`src/rtl/bf3_pkg.sv`:
```
// Shared types, constants and the reciprocal table of the 3x3 box filter.
// Used by the controller, the datapath and the top level; depends on nothing.
package bf3_pkg;

  localparam int SIDE_BITS        = 11;
  localparam int SIDE_RESET       = 64;
  localparam int MAX_SIDE_DEF     = 1024;
  localparam int CHANNEL_BITS_DEF = 16;
  localparam int OUT_COORD_BITS   = 10;
  localparam int CFG_ADDR_BITS    = 3;
  localparam int CFG_DATA_BITS    = 32;
  localparam int RECIP_SHIFT      = 24;
  localparam int RECIP_BITS       = 25;
  localparam int CNT_BITS         = 4;

  localparam logic REG_FRAME_SIDE = 1'b0;

  typedef struct packed {
    logic start;
    logic win_load;
    logic sum_en;
    logic tot_en;
    logic mul_en;
    logic out_load;
  } bf3_cmd_t;

  typedef struct packed {
    logic pending;
    logic last;
    logic out_free;
  } bf3_status_t;

  // ceil(2^24 / d): exact floor division for sums below 2^20
  function automatic logic [RECIP_BITS-1:0] recip(input logic [CNT_BITS-1:0] cnt);
    logic [RECIP_BITS-1:0] val;
    case (cnt)
      4'd2:    val = 25'd8388608;
      4'd3:    val = 25'd5592406;
      4'd4:    val = 25'd4194304;
      4'd5:    val = 25'd3355444;
      4'd6:    val = 25'd2796203;
      4'd7:    val = 25'd2396746;
      4'd8:    val = 25'd2097152;
      4'd9:    val = 25'd1864136;
      default: val = 25'd16777216;
    endcase
    return val;
  endfunction

endpackage

```
`src/rtl/bf3_ctrl.sv`:
```
// Sequencer of the 3x3 box filter: takes one request, then steps the datapath
// through window load, row sums, total, scaling and output. Uses bf3_pkg.
module bf3_ctrl (
  input  logic                 clk,
  input  logic                 rst_n,
  input  logic                 in_valid,
  output logic                 in_stall,
  input  bf3_pkg::bf3_status_t status,
  output bf3_pkg::bf3_cmd_t    cmd
);

  localparam logic [2:0] S_IDLE = 3'd0;
  localparam logic [2:0] S_LOAD = 3'd1;
  localparam logic [2:0] S_ROW  = 3'd2;
  localparam logic [2:0] S_TOT  = 3'd3;
  localparam logic [2:0] S_MUL  = 3'd4;
  localparam logic [2:0] S_OUT  = 3'd5;

  logic [2:0] state_r;
  logic [2:0] state_nxt;

  assign in_stall = (state_r != S_IDLE);

  always_comb begin
    cmd       = '0;
    state_nxt = state_r;
    case (state_r)
      S_IDLE: begin
        if (in_valid) begin
          cmd.start = 1'b1;
          state_nxt = S_LOAD;
        end
      end
      S_LOAD: begin
        cmd.win_load = 1'b1;
        state_nxt    = status.pending ? S_ROW : S_IDLE;
      end
      S_ROW: begin
        cmd.sum_en = 1'b1;
        state_nxt  = S_TOT;
      end
      S_TOT: begin
        cmd.tot_en = 1'b1;
        state_nxt  = S_MUL;
      end
      S_MUL: begin
        cmd.mul_en = 1'b1;
        state_nxt  = S_OUT;
      end
      S_OUT: begin
        if (status.out_free) begin
          cmd.out_load = 1'b1;
          state_nxt    = status.last ? S_IDLE : S_ROW;
        end
      end
      default: state_nxt = S_IDLE;
    endcase
  end

  always_ff @(posedge clk) begin
    if (!rst_n) begin
      state_r <= S_IDLE;
    end else begin
      state_r <= state_nxt;
    end
  end

endmodule

```
`config.mk`:
```
export PLATFORM = sky130hd
export DESIGN_NAME = bf3_ctrl
export DESIGN_NICKNAME = d
export VERILOG_FILES = /design/src/rtl/bf3_pkg.sv /design/src/rtl/bf3_ctrl.sv
export SDC_FILE = /design/constraint.sdc
export NUM_CORES = 1
export LEC_CHECK = 0
export BUFFER_PORTS_ARGS = -buffer_cell sky130_fd_sc_hd__clkbuf_2
export CAP_MARGIN = 20
export CORE_AREA = 2 2 39 41
export DETAILED_ROUTE_END_ITERATION = 6
export DIE_AREA = 0 0 41 43
export PLACE_DENSITY = 0.5
export SYNTH_ARGS = -nofsm -noshare
export SYNTH_HDL_FRONTEND = slang
export SYNTH_SLANG_ARGS = --single-unit
```
`constraint.sdc`:
```
create_clock -name clk -period 1.5 [get_ports clk]
set_clock_uncertainty 0.1 [all_clocks]
set_input_delay 0.075 -clock clk [delete_from_list [all_inputs] [get_ports clk]]
set_output_delay 0.075 -clock clk [all_outputs]
set_load 0.02 [all_outputs]
```
==> metrics.yaml <==
cts:
  cts_buffer_depth: 2
  root_buffer: "clkbuf_4"
  cts_tree: "yes"
  cts_buffers: 3
  htreeDepth: 1
  post_cts_buffers: 0
  cts.reportedPaths.clkPinSlew_ps: 30
  clock_sinks: 3
  clock_latency_ps: 230
place:
  io_buffers: 12
  gp_congestion: 0.694
  dp_cells: 53
  hpwl_um: 401
yosys:
  synth_flop_cell: "dfxtp_1"
  synth-compound-area-share: 0.150
  ys_types: 18
  synth_common_cells: "nor2_1 (5), buf_6 (3), dfxtp_1 (3), nand2_1 (2), nor3b_1 (2)"
  synth_cells: 28
  synth_fp_nets: 34
  synth_top_family_by_area: "simple AND/OR/NAND/NOR gates"
  syn-cell-area_um2: 241
  yosys_warnings: 0
  synth_top_area_frac: 0.249
  yosys.area_share.simple: 0.446
  synthXorXnorAreaFrac: 0
  synthMuxAreaShare: 0
  syn_avg_cell_area_um2: 8.62
  synth_edf_count: 0
  synth_area_leader_cell: "dfxtp_1"
  yosysSeqAreaShare: 0.249
  async_reset_ff_frac: 0
  ys_ff_latch: 3
  synth_area_leaders: "dfxtp_1 (25%), buf_6 (14%), nor2_1 (7.8%)"
  synth.most_common_cell: "nor2_1"
  synthAdderAreaFrac: 0
pwr:
  powerDensity_nw_per_um2: 881
  p_leak_nw: 0.161
  ir_worst_vdd_v: 0.000407
sta:
  maxSlewHeadroom: 0.816
  rsz0062_at_grt: "false"
  period_needed_ps: 1420
  max_freq_mhz: 706
  drv_slew: 0
  hold_viol: 0
  worst_pin_slew_ps: 276
  setup_violations: 0
  timing.final.crit_share: 0.945
  tns_ps: 0
cells_and_area:
  top_regs: "state_r (3)"
  largest_reg_flops: 3
  multi_input_area_um2: 144
  stdcell_count: 58
  fin_nets: 49
  n_antenna_cell: 0
  regMostFlops: "state_r"
  register_area_um2: 62.6
  area_growth_pct: 35.2
  fill_cells: 166
  drive_gt1_frac: 0.500
worst_setup_path:
  worstPathMaxFanout: 9
  cp.required_ps: 1320
  rrSetupSlack_ps: 270
  worstSetupPathType: "register to primary output"
  worstSetupStartpointType: "register"
  end_kind: "primary output"
  crit_arrival_ps: 1240
die:
  fp.dieW_um: 41
  start_util: 0.175
  dieArea_um2: 1760
  die_y_um: 43
  row_count: 14
  num_io_pins: 13
  core_area_um2: 1380
global_routing:
  grt_overflow: 0
  grt_max_degree: 13
  grt_pass1_wl_um: 855
  grt_pass1_vias: 215
  grt_util_all_layers: 0.0742
  antenna_found_initial: 0
detailed_routing:
  vias: 245
  totalWireLength_um: 546
  first_pass_iters: 3
  wl_per_cell_um: 9.41
  viasPerCell: 4.22
  ant_nets: 0
  drc: 0
  drt_iter0_drc: 1
job:
  maxCapViolCount: 0
outcome:
  status: "completed"
min_path:
  hp-class: "input port to register"
## critical path, cell delays in order, from the launching register on
cell,delay (ps)
dfxtp_2,370
or3_4,400
nor2_2,80
clkbuf_2,160
## area by class of cell
class                           instances  share of cell area
Tap cell                               16              0.0613
Timing Repair Buffer                   13               0.215
Inverter                                1              0.0115
Sequential cell                         3               0.192
Multi-Input combinational cell         21               0.441
Clock buffer                            4              0.0805
## metrics by stage
| stage | hold slack, ps | power [mW] | utilization | instance area [um^2] | setup WS (ps) |
|---|---|---|---|---|---|
| floorplan | 92.5 | 0.135 | - | 241 | 263 |
| global placement | 231 | 0.149 | 0.208 | 288 | 256 |
| detailed placement | 222 | 0.149 | 0.208 | 288 | 258 |
| CTS | 109 | 0.295 | 0.234 | 324 | 3.75 |
| global route | 111 | 0.311 | 0.236 | 327 | 34.7 |
| finish | 106 | 0.288 | 0.236 | 327 | 83.2 |
## logic make-up (layout without fill, tap and decap cells)
logic type,count (synthesis),after routing
DFF,3,3
AOI/OAI and AO/OA,5,5
buffers and inverters,4,18
and+or+nand+nor,16,16
## worst paths after layout
path               from         end  cells after the start
max reg2reg  state_r[1]  state_r[1]                      3
min           status[0]  state_r[2]                      3
max          state_r[2]      cmd[5]                      3
min reg2reg  state_r[0]  state_r[0]                      2
## routing by layer
layer / GRT usage / vias to the layer above / share of wire
met2: 0.0938 / 11 / 0.42
li1: - / 127 / -
met3: 0.0314 / 0 / 0.092
met1: 0.0929 / 107 / 0.49
met5: 0 / - / 0
met4: 0.0600 / 0 / 0
## power by group
group | total [mW] | internal [mW] | switching, mW
Combinational | 0.0559 | 0.0278 | 0.0281
Sequential | 0.0936 | 0.0843 | 0.00927
Clock | 0.138 | 0.0995 | 0.0388
## cell usage in the layout, fill, tap and decap left out
cell / n
a21oi_1: 1
a31oi_1: 1
and3_1: 1
clkbuf_1: 1
clkbuf_2: 12
clkbuf_4: 3
dfxtp_1: 1
dfxtp_2: 2
dlygate4sd3_1: 1
inv_1: 1
nand2_1: 2
nand2b_4: 1
nor2_1: 5
nor2_2: 1
nor3b_1: 2
nor3b_2: 1
nor4_1: 1
nor4bb_1: 1
o21a_1: 1
o311a_1: 1
o31ai_1: 1
or3_4: 1
## repair_timing
item	4_1_cts	5_1_grt
resized for setup	0	2
setup endpoints to repair	0	1
hold buffers	1	0
endpoints found under the hold margin	1	0
No activity file was read; power rests on OpenSTA's default activity.
